===== config.mk =====
export PLATFORM = sky130hd
export DESIGN_NAME = brr_table
export DESIGN_NICKNAME = d
export VERILOG_FILES = /design/src/hw/rtl/brr_pkg.sv /design/src/hw/rtl/brr_table.sv
export SDC_FILE = /design/constraint.sdc
export NUM_CORES = 2
export LEC_CHECK = 0
export ABC_AREA = 1
export BUFFER_PORTS_ARGS = -buffer_cell sky130_fd_sc_hd__buf_2
export CELL_PAD_IN_SITES_DETAIL_PLACEMENT = 2
export CELL_PAD_IN_SITES_GLOBAL_PLACEMENT = 2
export CORE_ASPECT_RATIO = 0.75
export CORE_MARGIN = 4
export CORE_UTILIZATION = 42
export DETAILED_ROUTE_END_ITERATION = 10
export GPL_TIMING_DRIVEN = 0
export PLACE_DENSITY_LB_ADDON = 0.12
export SLEW_MARGIN = 20
export SYNTH_ARGS = -nofsm -noshare
export SYNTH_HDL_FRONTEND = slang
export SYNTH_SLANG_ARGS = --single-unit
export TNS_END_PERCENT = 100

===== constraint.sdc =====
create_clock -name clk_i -period 1.5 [get_ports clk_i]
set_input_delay 0.075 -clock clk_i [delete_from_list [all_inputs] [get_ports clk_i]]
set_output_delay 0.075 -clock clk_i [all_outputs]
set_load 0.02 [all_outputs]

===== src/hw/rtl/brr_pkg.sv =====
// shared types and codes of the box to region remapper
package brr_pkg;

  typedef enum logic [1:0] {
    OP_LOAD  = 2'd0,
    OP_CLEAR = 2'd1,
    OP_MAP   = 2'd2,
    OP_NONE  = 2'd3
  } op_e;

  typedef enum logic [3:0] {
    S_IDLE,
    S_RD,
    S_LAT,
    S_DST,
    S_DIV,
    S_MAP,
    S_WH,
    S_AREA,
    S_MUL2,
    S_UPD,
    S_FIN
  } state_e;

  // control from the sequencer to the region table
  typedef struct packed {
    logic wr;
    logic clr;
    logic rd;
  } tbl_ctrl_t;

  localparam int unsigned ThrBits   = 17;
  localparam int unsigned ThrReset  = 32768;
  localparam int unsigned FracShift = 16;

endpackage


===== src/hw/rtl/brr_table.sv =====
// region table: synchronous entry memory plus valid flags
module brr_table #(
  parameter int unsigned Depth = 16,
  parameter int unsigned AW    = 4,
  parameter int unsigned EW    = 130
) (
  input  logic                 clk_i,
  input  logic                 rst_ni,
  input  brr_pkg::tbl_ctrl_t   ctrl_i,
  input  logic [AW-1:0]        waddr_i,
  input  logic [EW-1:0]        wdata_i,
  input  logic [AW-1:0]        raddr_i,
  output logic [EW-1:0]        rdata_o,
  output logic [Depth-1:0]     valid_o
);
  import brr_pkg::*;

  logic [EW-1:0]    mem_q [Depth];
  logic [EW-1:0]    rdata_q;
  logic [Depth-1:0] valid_q;

  always_ff @(posedge clk_i) begin
    if (ctrl_i.wr) begin
      mem_q[waddr_i] <= wdata_i;
    end
    if (ctrl_i.rd) begin
      rdata_q <= mem_q[raddr_i];
    end
  end

  always_ff @(posedge clk_i or negedge rst_ni) begin
    if (!rst_ni) begin
      valid_q <= '0;
    end else if (ctrl_i.clr) begin
      valid_q <= '0;
    end else if (ctrl_i.wr) begin
      valid_q[waddr_i] <= 1'b1;
    end
  end

  assign rdata_o = rdata_q;
  assign valid_o = valid_q;

endmodule


# == Word-level counts from Yosys, hierarchy flattened ==
# Memory sizes are Yosys's and may differ from the RTL's. A register that Yosys moved wholly into a read port is not among the register bits.
# Index checks and enable logic that the tools add are counted.
# totals
reg_bits,16
ram_bits,2080
wordCells,13
mem_count,1
output_inout_bits,146
# mem_list
name,words,word_bits,read_ports,rd_clocked_by_memory_dff,write_ports,line,text
mem_q,16,130,1,1,1,brr_table.sv:18,logic [EW-1:0] mem_q [Depth];
# classes
n_mux,6
magnitude_cmp,2
bitwise_logic,1
reduce_logical,2
# op_table
cell,n
$mux 16,2
$or 16x16->16,1
$lt 4x5->1 const B,1
$demux 1 s4,1
$ge 4x1->1 const B,1
$mux 1,3
$reduce_bool 2->1,1
$logic_and 1x1->1,1

# == Longest topological paths before layout ==
# depth
depth_word,7
ltp_mapped,10
depth_no_buf,7

# == Worst setup path before layout ==
# Ideal clock, no wire load.
# synth_timing
path_kind,input to register
start,input waddr_i[1]
end,memory mem_q[10][0] (enable)
path_buffers,0
stages,4
setup_slack_ns,-5.005
required_ns,0.878
t_arrival_ns,5.883
cell_sequence,inv_1 > nor3_1 > inv_1 > nor2_1
# synth_lines
item,line,text
start: declaration,brr_table.sv:10,"input logic [AW-1:0] waddr_i,"
end: declaration,brr_table.sv:18,
# Straight into the memory's write port.

==> flow_summary_export.csv <==
group,metric,value,unit
run_status,status,"finished with violations",
run_status,violations,"negative hold slack, negative setup slack",
flow_run,max-cap-violations,0,
cts,numCtsBuffers,230,
finish,layout.nets,8885,
finish,layout_commonest_cell,"nand2_1",
worst_setup_path,cp_max_fo,10,
drt,drtIter0Drc,9417,
global_routing,grt_usage,0.354,
sta,finalClockSkew,42.0,ps
placed_design,placed_cell_area,98600,µm²
worst_setup_path,crit_arrival,2340,ps
worst_setup_path,critPathMaxStageDelay,700,ps
placed_design,dpl.hpwl,270,mm
global_routing,globalRouteOverflowTotal,0,
hold_path,hold_depth,4,
worst_setup_path,setup.worst_path.start_class,"primary input",
sta,grt_setup_unrepaired,"yes",
worst_setup_path,slowest_stage,"buf_1",
worst_setup_path,path_depth,6,
global_routing,grt_pass1_wl,557,mm
floorplanning,start_util,0.423,
worst_setup_path,path_class,"in2reg",
drt,ant_nets,0,
floorplanning,die_h,410,µm
floorplanning,rows,147,
power,p_per_area,1280,nW/µm²
cts,root_buffer,"clkbuf_16",
synthesis,syn_nets,8061,
worst_setup_path,reg2reg_depth,6,
global_routing,grt_pass1_vias,74400,
cts,cts_tree,"built",
sta,max-slew-margin-rel,0.216,
sta,clock.fmax,0.618,GHz
power,p_leak,43.4,nW
sta,period_minus_slack,1620,ps
synthesis,synthDistinctLibCells,16,
drt,wl_per_cell,34.2,µm
sta,slew_viol_final,0,
sta,post-route-period-util,1.08,
synthesis,ys_seq_elements,2226,
sta,worst_slack,-118,ps
worst_setup_path,crit_path_cell_trace,"clkbuf_1 -> clkbuf_2 -> buf_16 -> buf_1 -> nand3_1 -> nand2_1",
sta,hold_ws,-244,ps
finish,fillers,21000,
finish,utilization,0.505,
placed_design,portBuffers,283,
worst_setup_path,critical-path-top-delay-family,"buffers and inverters",
floorplanning,die-area,223000,µm²
sta,final-hold-violation-count,54,
hold_path,hold_path_class,"in2reg",
finish,area_growth,19.5,%
synthesis,synthesis.area_per_instance,11.4,µm²
worst_setup_path,crit_required,2220,ps
floorplanning,die_x,544,µm
drt,drtPass1Iterations,6,
placed_design,routabilityCongestion,0.831,
cts,insertion_delay,890,ps
cts,cts_buffer_depth,4,
power,total_power,138,mW
drt,drcViolationCount,0,
power,vdd_drop_max,0.00107,V
sta,worst_pin_slew,1180,ps
drt,via_per_inst,5.89,
worst_setup_path,path_buf_inv,4,
worst_setup_path,cp-end-kind,"flop",
finish,layout-drive-gt1-share,0.131,
cts,clk_pin_slew,60,ps
finish,final_area,108000,µm²
drt,via_count,69400,
drt,wl,403,mm
floorplanning,io_pins,289,
cts,cts.sinks,2226,
synthesis,yosysWarnings,0,
synthesis,yosysSeqAreaShare,0.738,
sta,final-setup-viol-count,53,
finish,final_cell_mix,"nand2_1, edfxtp_1, nand3_1",
global_routing,antenna_found_initial,56,
global_routing,grt_start_max_net_pins,69,
cts,h-tree-depth,4,
floorplanning,coreArea,214000,µm²
synthesis,synth.cell_area,90500,µm²
synthesis,netlist_instances,7918,
==> power by group <==
part	internal [mW]	switching (mW)
Clock	29.9	25.4
Sequential	70.0	0.480
Combinational	3.04	9.17
==> routing by layer <==
metal | GRT usage | wire length, µm
met2 | 0.564 | 188000
met4 | 0.164 | 19900
met3 | 0.0572 | 35300
met1 | 0.476 | 160000
met5 | 0 | 34
==> cell families (layout without fill, tap and decap cells) <==
group / after synthesis / in the layout / share of synthesized area
AOI/OAI and AO/OA: 2 / 2 / 0.000111
other: 0 / 35 / 0
DFF: 2226 / 2226 / 0.738
buffers and inverters: 1270 / 2267 / 0.0574
and+or+nand+nor: 4420 / 4420 / 0.205
==> layout make-up <==
cell class	instances	area, µm²	share of cell area
flip-flops and latches	2226	66800	0.618
multi-input cells	4422	18600	0.172
repair buffers	592	6790	0.0628
clock buffers	303	6050	0.0560
well taps	2831	3540	0.0328
inverters	837	3190	0.0295
plain buffers	433	2350	0.0217
clock inverters	102	734	0.00679
diodes	35	87.6	0.000810
==> synth_stat cells, drive strengths merged <==
library cell	n	area, µm²
nand2	2875	10800
edfxtp	2210	66400
nand3	1482	7420
inv	837	3140
buf	345	1720
clkbuf	88	330
nor2	37	139
or2	22	138
dfrtp	16	400
nor3	4	20.0
a21oi	2	10.0
==> path summary, 6_finish.rpt <==
check,slack (ps),endpoint,startpoint
min in group asynchronous,380,valid_o[9],rst_ni
max reg2reg,-30,rdata_o[80],mem_q[8][80]
min reg2reg,520,valid_o[14],valid_o[14]
max in group asynchronous,650,valid_o[12],rst_ni
max,-120,rdata_o[79],raddr_i[3]
min,-240,mem_q[7][23],waddr_i[3]
==> registers in the layout, indices dropped and copies added (netlist names) <==
name     cells
mem_q     2080
rdata_o    130
valid_o     16
==> stage by stage <==
stage                     setup TNS, ps  cells  setup WS (ps)
after floorplan                -2568400   7918          -1270
after global placement         -9954840  11000          -4860
after detailed placement       -1175920  11200          -1550
after CTS                         -3700  11700          -76.9
after global routing              -4390  11800          -71.8
final                             -1670  11800           -118
==> worst reg2reg max path: cells and delay by family, from the launching register on <==
kind | cells | cell delay (ps)
and+or+nand+nor | 6 | 820
DFF | 1 | 430
==> timing repair <==
action	4_1_cts	5_1_grt
buffers inserted	5	18
hold buffers	143	4
pin swaps	1	3
endpoints found under the hold margin	2318	77
endpoints found under the setup margin	331	228
gates resized for setup	220	133
gates cloned	0	0
No activity file was read; power rests on OpenSTA's default activity.
