--- src/hw/rtl/brr_pkg.sv ---
// shared types and codes of the box to region remapper
package brr_pkg;

  typedef enum logic [1:0] {
    OP_LOAD  = 2'd0,
    OP_CLEAR = 2'd1,
    OP_MAP   = 2'd2,
    OP_NONE  = 2'd3
  } op_e;

  typedef enum logic [3:0] {
    S_IDLE,
    S_RD,
    S_LAT,
    S_DST,
    S_DIV,
    S_MAP,
    S_WH,
    S_AREA,
    S_MUL2,
    S_UPD,
    S_FIN
  } state_e;

  // control from the sequencer to the region table
  typedef struct packed {
    logic wr;
    logic clr;
    logic rd;
  } tbl_ctrl_t;

  localparam int unsigned ThrBits   = 17;
  localparam int unsigned ThrReset  = 32768;
  localparam int unsigned FracShift = 16;

endpackage

--- src/hw/rtl/brr_div.sv ---
// four-lane restoring divider, one quotient bit per lane per cycle
module brr_div #(
  parameter int unsigned C = 13
) (
  input  logic           clk_i,
  input  logic           rst_ni,
  input  logic           start_i,
  input  logic [2*C-1:0] dividend_i [4],
  input  logic [C-1:0]   divisor_i,
  output logic [2*C-1:0] quotient_o [4],
  output logic           busy_o
);
  import brr_pkg::*;

  localparam int unsigned QW = 2 * C;
  localparam int unsigned CNTW = $clog2(QW + 1);

  logic [QW-1:0]   quo_q [4];
  logic [QW-1:0]   quo_d [4];
  logic [C-1:0]    rem_q [4];
  logic [C-1:0]    rem_d [4];
  logic [C:0]      trial [4];
  logic [C:0]      sub   [4];
  logic            run_q;
  logic [CNTW-1:0] cnt_q;

  always_comb begin
    for (int k = 0; k < 4; k++) begin
      trial[k] = {rem_q[k], quo_q[k][QW-1]};
      sub[k]   = trial[k] - {1'b0, divisor_i};
      if (trial[k] >= {1'b0, divisor_i}) begin
        rem_d[k] = sub[k][C-1:0];
        quo_d[k] = {quo_q[k][QW-2:0], 1'b1};
      end else begin
        rem_d[k] = trial[k][C-1:0];
        quo_d[k] = {quo_q[k][QW-2:0], 1'b0};
      end
    end
  end

  always_ff @(posedge clk_i) begin
    for (int k = 0; k < 4; k++) begin
      if (start_i) begin
        quo_q[k] <= dividend_i[k];
        rem_q[k] <= '0;
      end else if (run_q) begin
        quo_q[k] <= quo_d[k];
        rem_q[k] <= rem_d[k];
      end
    end
  end

  always_ff @(posedge clk_i or negedge rst_ni) begin
    if (!rst_ni) begin
      run_q <= 1'b0;
      cnt_q <= '0;
    end else if (start_i) begin
      run_q <= 1'b1;
      cnt_q <= '0;
    end else if (run_q) begin
      cnt_q <= cnt_q + 1'b1;
      if (cnt_q == CNTW'(QW - 1)) begin
        run_q <= 1'b0;
      end
    end
  end

  assign quotient_o = quo_q;
  assign busy_o     = run_q;

endmodule

--- config.mk ---
export PLATFORM = sky130hd
export DESIGN_NAME = brr_div
export DESIGN_NICKNAME = d
export VERILOG_FILES = /design/src/hw/rtl/brr_pkg.sv /design/src/hw/rtl/brr_div.sv
export SDC_FILE = /design/constraint.sdc
export NUM_CORES = 1
export LEC_CHECK = 0
export ABC_AREA = 1
export BUFFER_PORTS_ARGS = -buffer_cell sky130_fd_sc_hd__clkbuf_2
export CAP_MARGIN = 20
export CELL_PAD_IN_SITES_DETAIL_PLACEMENT = 0
export CELL_PAD_IN_SITES_GLOBAL_PLACEMENT = 1
export CORE_ASPECT_RATIO = 1.2
export CORE_UTILIZATION = 43
export CTS_CLUSTER_DIAMETER = 30
export DETAILED_ROUTE_END_ITERATION = 7
export PLACE_DENSITY_LB_ADDON = 0.1
export SLEW_MARGIN = 15
export SYNTH_ARGS = -nofsm -noshare
export SYNTH_HDL_FRONTEND = slang
export SYNTH_SLANG_ARGS = --single-unit
--- constraint.sdc ---
create_clock -name clk_i -period 12.1 [get_ports clk_i]
set_input_delay 0.605 -clock clk_i [delete_from_list [all_inputs] [get_ports clk_i]]
set_output_delay 0.605 -clock clk_i [all_outputs]
set_load 0.01 [all_outputs]
**Word level (Yosys, flattened, before mapping)**

Memories as Yosys holds them, arrays and structs flattened.
Cells that the tools add are included.

- Bits in registers: 110
- Bits of input ports: 120
- Bits in writable memories: 52
- Memories kept: 1
- Output and inout port bits: 105

- Bitwise logic cells: 4
- Add/sub/neg operators: 5
- Magnitude comparators: 4
- Equal/unequal tests: 1
- Reduce and logical (&&, ||, !) cells: 1
- Muxes and demuxes: 30

Memories:

| memory | words | width | read ports | clocked after Yosys merged registers in | write ports | RTL line | RTL |
|---|---|---|---|---|---|---|---|
| rem_q | 4 | 13 | 4 | 0 | 4 | brr_div.sv:20 | `logic [C-1:0] rem_q [4];` |

Operators by type and width:

| kind | count |
|---|---|
| two-way mux 26 bit | 8 |
| two-way mux 13 bit | 8 |
| >= comparator 14 x 13 -> 1 bit | 4 |
| subtractor 13 bit | 4 |
| two-way mux 1 bit | 12 |
| two-way mux 5 bit | 2 |
| adder 5 x 1 -> 5 bit, second input constant | 1 |
| equality test 5 bit, second input constant | 1 |
| bitwise OR 1 bit | 4 |
| nonzero test 2 bit | 1 |

**Depth between registers and ports, before layout**

- Depth in word-level cells: 4
- Mapped depth: 13
- Mapped depth without buffers: 13

**Worst setup path after synthesis**

OpenSTA, ideal clock, no wires.

- Kind: in2reg
- Start: input start_i
- End: register quo_q (netlist bit quotient_o[0]), enable pin
- Stages on the path: 3
- Data arrival time: 3.993 ns
- Setup slack: 7.598 ns
- Path buffers: 1
- Path through: clkbuf_1 > nor2_1 > inv_1

- Cells in the longest elaborated chain, start to end: 1

Ends and longest elaborated chain:

| item | RTL line | RTL |
|---|---|---|
| start, declared | brr_div.sv:7 | `input logic start_i,` |
| nonzero test 2 bit (no line) | - |  |
| end signal, assigned by index | brr_div.sv:44 | `quo_q[k] <= dividend_i[k];` |
| end signal, assigned by index | brr_div.sv:47 | `quo_q[k] <= quo_d[k];` |
| end, declared | brr_div.sv:18 | `logic [QW-1:0] quo_q [4];` |

Every way passes these cells.
A chain may end at the register's enable or synchronous reset.

**Final worst setup path**

- Start: input start_i
- End: register quo_q (netlist bit quotient_o[56]), enable pin

Same word-level chain as after synthesis.

==> results.sh <==
export IMPL_1st_iter_drt_viols=534
export IMPL_fin_setup_tns_ps=0
export IMPL_detailedRoute_firstPassIterationCount=4
export IMPL_cellLeakagePower_nw=7.099
export IMPL_ctsRootBufferMaster="sky130_fd_sc_hd__clkbuf_16"
export IMPL_area_of_the_die_um2=25870
export IMPL_grt_first_pass_wirelength_um=46540
export IMPL_nets_finish=1844
export IMPL_synth_enable_flop_cells=156
export IMPL_worst_skew_pair_late_latency_ps=440
export IMPL_synth_top_cell_area_share_pct=43.19
export IMPL_postLayoutSetupSlackWorst_ps=9338
export IMPL_hpwlAfterDp_um=22150
export IMPL_routed_wire_length_um=29220
export IMPL_post_place_ws_ps=8805
export IMPL_timing_clock_skew_ps=9.939
export IMPL_setup_fix_bufs_post_cts=0
export IMPL_worstPathRequired_ps=12170
export IMPL_clk_pin_slew_ps=70
export IMPL_synthFlopType="sky130_fd_sc_hd__edfxtp_1"
export IMPL_worst_hold_slack_across_all_endpoints_ps=432.1
export IMPL_synth_top_cells_by_area="sky130_fd_sc_hd__edfxtp_1, sky130_fd_sc_hd__nand2_1, sky130_fd_sc_hd__inv_1, sky130_fd_sc_hd__ha_1, sky130_fd_sc_hd__nor2_1"
export IMPL_postSynthRegisterBits=162
export IMPL_power_density_nw_per_um2=182.2
export IMPL_yosysWarnings=0
export IMPL_global_route_congestion_overflow_total=0
export IMPL_critical_path_max_fanout=93
export IMPL_fillCellCount=2465
export IMPL_globalplace_congestion=0.8335
export IMPL_post_cts_resized_instances=0
export IMPL_syn_area_um2=10850
export IMPL_drcViolationCount=0
export IMPL_ioPinCount=225
export IMPL_tritoncts_num_buffers=17
export IMPL_period_share_pct=22.83
export IMPL_critPathArrivalTime_ps=2830
export IMPL_drtAntennaViolNets=0
export IMPL_rr_startpoint="quotient_o[25]"
export IMPL_synth_largest_area_cell="sky130_fd_sc_hd__edfxtp_1"
export IMPL_netlist_instances=1450
export IMPL_vdd_ir_drop_worst_uv=96.65
export IMPL_detailroute_via_count=9452
export IMPL_number_of_global_route_vias_before_repair=9036
export IMPL_grtUsageTotal_pct=23.33
export IMPL_run_status="finished, final reports clean"
export IMPL_chipWidth_um=147.0
export IMPL_min_path_type="in2reg"
export IMPL_startpoint_type="input pin"
export IMPL_drt_vias_per_instance=4.717
export IMPL_antenna_found_initial=0
export IMPL_transition_time_at_the_pin_with_the_least_slew_margin_ps=851.7
export IMPL_setup_worst_path_class="in2reg"
export IMPL_timing_final_setup_violations=0
export IMPL_worst_slew_margin_rel_pct=43.22
export IMPL_mean_instance_size_in_the_synthesized_netlist_um2=7.480
export IMPL_fin_crit_ps=2762
export IMPL_drt_wirelength_per_cell_um=14.58
export IMPL_num_rows=63
export IMPL_h_tree_depth=4
export IMPL_grt_max_degree=94
export IMPL_yosys_cell_count_top_type="sky130_fd_sc_hd__nand2_1"
export IMPL_start_util_pct=43.82
export IMPL_synth_fp_nets=1628
export IMPL_cp_startpoint="start_i"
export IMPL_hold_viol=0
export IMPL_synthDistinctLibCells=37
export IMPL_fmaxAchievable_mhz=362.1
export IMPL_hold_path_startpoint="dividend_i[65]"
export IMPL_tritoncts_num_sinks=162
export IMPL_cap_violations=0
export IMPL_crit_path_end_kind="flop"
export IMPL_slew_viol_final=0
export IMPL_die_height_um=176.0
export IMPL_area_growth_syn_to_layout_pct=18.48
export IMPL_drive_above_1_share_pct=19.18
export IMPL_antenna_cells=0
export IMPL_synth_commonest_cells="sky130_fd_sc_hd__nand2_1, sky130_fd_sc_hd__inv_1, sky130_fd_sc_hd__edfxtp_1"
export IMPL_unrepaired_setup_endpoints_after_global_routing="false"
export IMPL_cts_path_max_buffers=2
export IMPL_ys_async_sr_fraction_pct=3.704
export IMPL_port_buffers=224
export IMPL_synth_seq_area_share_pct=44.57
export IMPL_coreArea_um2=24750
export IMPL_cts_tree="built"
[routing by layer]
layer	global-route usage [%]	vias up	share of wire, %
met5	0	-	0
met4	7.603	0	1.8
met3	7.519	29	7.1
met2	40.28	231	49
met1	27.33	4235	42
li1	-	4957	-
[worst max-delay path, cell delays in order]
cell and delay [ps]:
sky130_fd_sc_hd__buf_4 460, sky130_fd_sc_hd__nor2_1 230, sky130_fd_sc_hd__inv_6 670, sky130_fd_sc_hd__buf_4 760
[cells by family after synthesis]
kind of cell / share of synthesized area [%]
simple gates: 36.67
flops: 44.57
fa+ha+maj: 6.967
compound gates: 1.788
xor+xnor: 1.292
buf+inv: 8.709
[final timing paths]
kind / endpoint / slack (ps) / cells past startpoint
setup / recovery: quotient_o[56] / 9340 / 4
hold / removal: quotient_o[65] / 430 / 3
setup reg to reg: rem_q[3][8] / 9640 / 11
hold reg to reg: cnt_q[4] / 470 / 1
max in group asynchronous: cnt_q[4] / 11400 / 2
min in group asynchronous: cnt_q[1] / 550 / 2
[state kept, by name (all words and copies together) (netlist names)]
register	flops
busy_o	1
cnt_q	5
quotient_o	104
rem_q	52
[stage by stage]
stage          area (um2)  instances  util, %  power, mW
2_1_floorplan       10850       1450        -      1.558
3_3_place_gp        12250       1971    49.47      1.795
3_5_place_dp        12250       1971    49.47      1.799
4_1_cts             12850       2004    51.92      2.367
5_1_grt             12850       2004    51.92      2.536
6_report            12850       2004    51.92      2.342
[area by class of cell]
| cell class | count | area [um2] | share of cell area [%] |
|---|---|---|---|
| timing repair buffer | 229 | 1164 | 9.055 |
| inverter | 207 | 783.3 | 6.095 |
| tap | 325 | 406.6 | 3.164 |
| multi-input combinational | 1049 | 5067 | 39.43 |
| clock inverter | 11 | 125.1 | 0.9736 |
| clock buffer | 21 | 470.5 | 3.661 |
| sequential | 162 | 4835 | 37.62 |
[repair_timing]
item / in CTS / in global routing
endpoints found under the hold margin: 6 / 0
hold buffers: 1 / 0
endpoints found under the setup margin: 0 / 0
[cell usage in the layout (no fill, tap or decap), types with 2 or more instances in the layout]
cell type / instances
sky130_fd_sc_hd__a21oi_1: 16
sky130_fd_sc_hd__a21oi_4: 3
sky130_fd_sc_hd__and2_2: 2
sky130_fd_sc_hd__buf_4: 5
sky130_fd_sc_hd__bufinv_16: 2
sky130_fd_sc_hd__clkbuf_16: 17
sky130_fd_sc_hd__clkbuf_2: 223
sky130_fd_sc_hd__clkbuf_8: 3
sky130_fd_sc_hd__clkinv_2: 4
sky130_fd_sc_hd__clkinvlp_4: 2
sky130_fd_sc_hd__dfrtp_1: 6
sky130_fd_sc_hd__edfxtp_1: 156
sky130_fd_sc_hd__fa_1: 4
sky130_fd_sc_hd__ha_1: 54
sky130_fd_sc_hd__inv_1: 197
sky130_fd_sc_hd__inv_2: 7
sky130_fd_sc_hd__inv_6: 4
sky130_fd_sc_hd__nand2_1: 681
sky130_fd_sc_hd__nand2_2: 16
sky130_fd_sc_hd__nand2_4: 3
sky130_fd_sc_hd__nand3_1: 41
sky130_fd_sc_hd__nand3_2: 3
sky130_fd_sc_hd__nand3_4: 6
sky130_fd_sc_hd__nand3b_1: 10
sky130_fd_sc_hd__nand4_1: 32
sky130_fd_sc_hd__nor2_1: 126
sky130_fd_sc_hd__nor2_2: 15
sky130_fd_sc_hd__nor2_4: 4
sky130_fd_sc_hd__nor3_1: 2
sky130_fd_sc_hd__o21ai_0: 6
sky130_fd_sc_hd__o21ai_1: 4
sky130_fd_sc_hd__xnor2_1: 11
sky130_fd_sc_hd__xor2_1: 5
[where the power goes]
part	leakage, nW	switching (mW)	internal, mW
Combinational	4.98	0.619	0.352
Clock	0.290	0.236	0.322
Sequential	1.83	0.0682	0.744
Total	7.10	0.924	1.42
No activity file was read; power rests on OpenSTA's default activity.
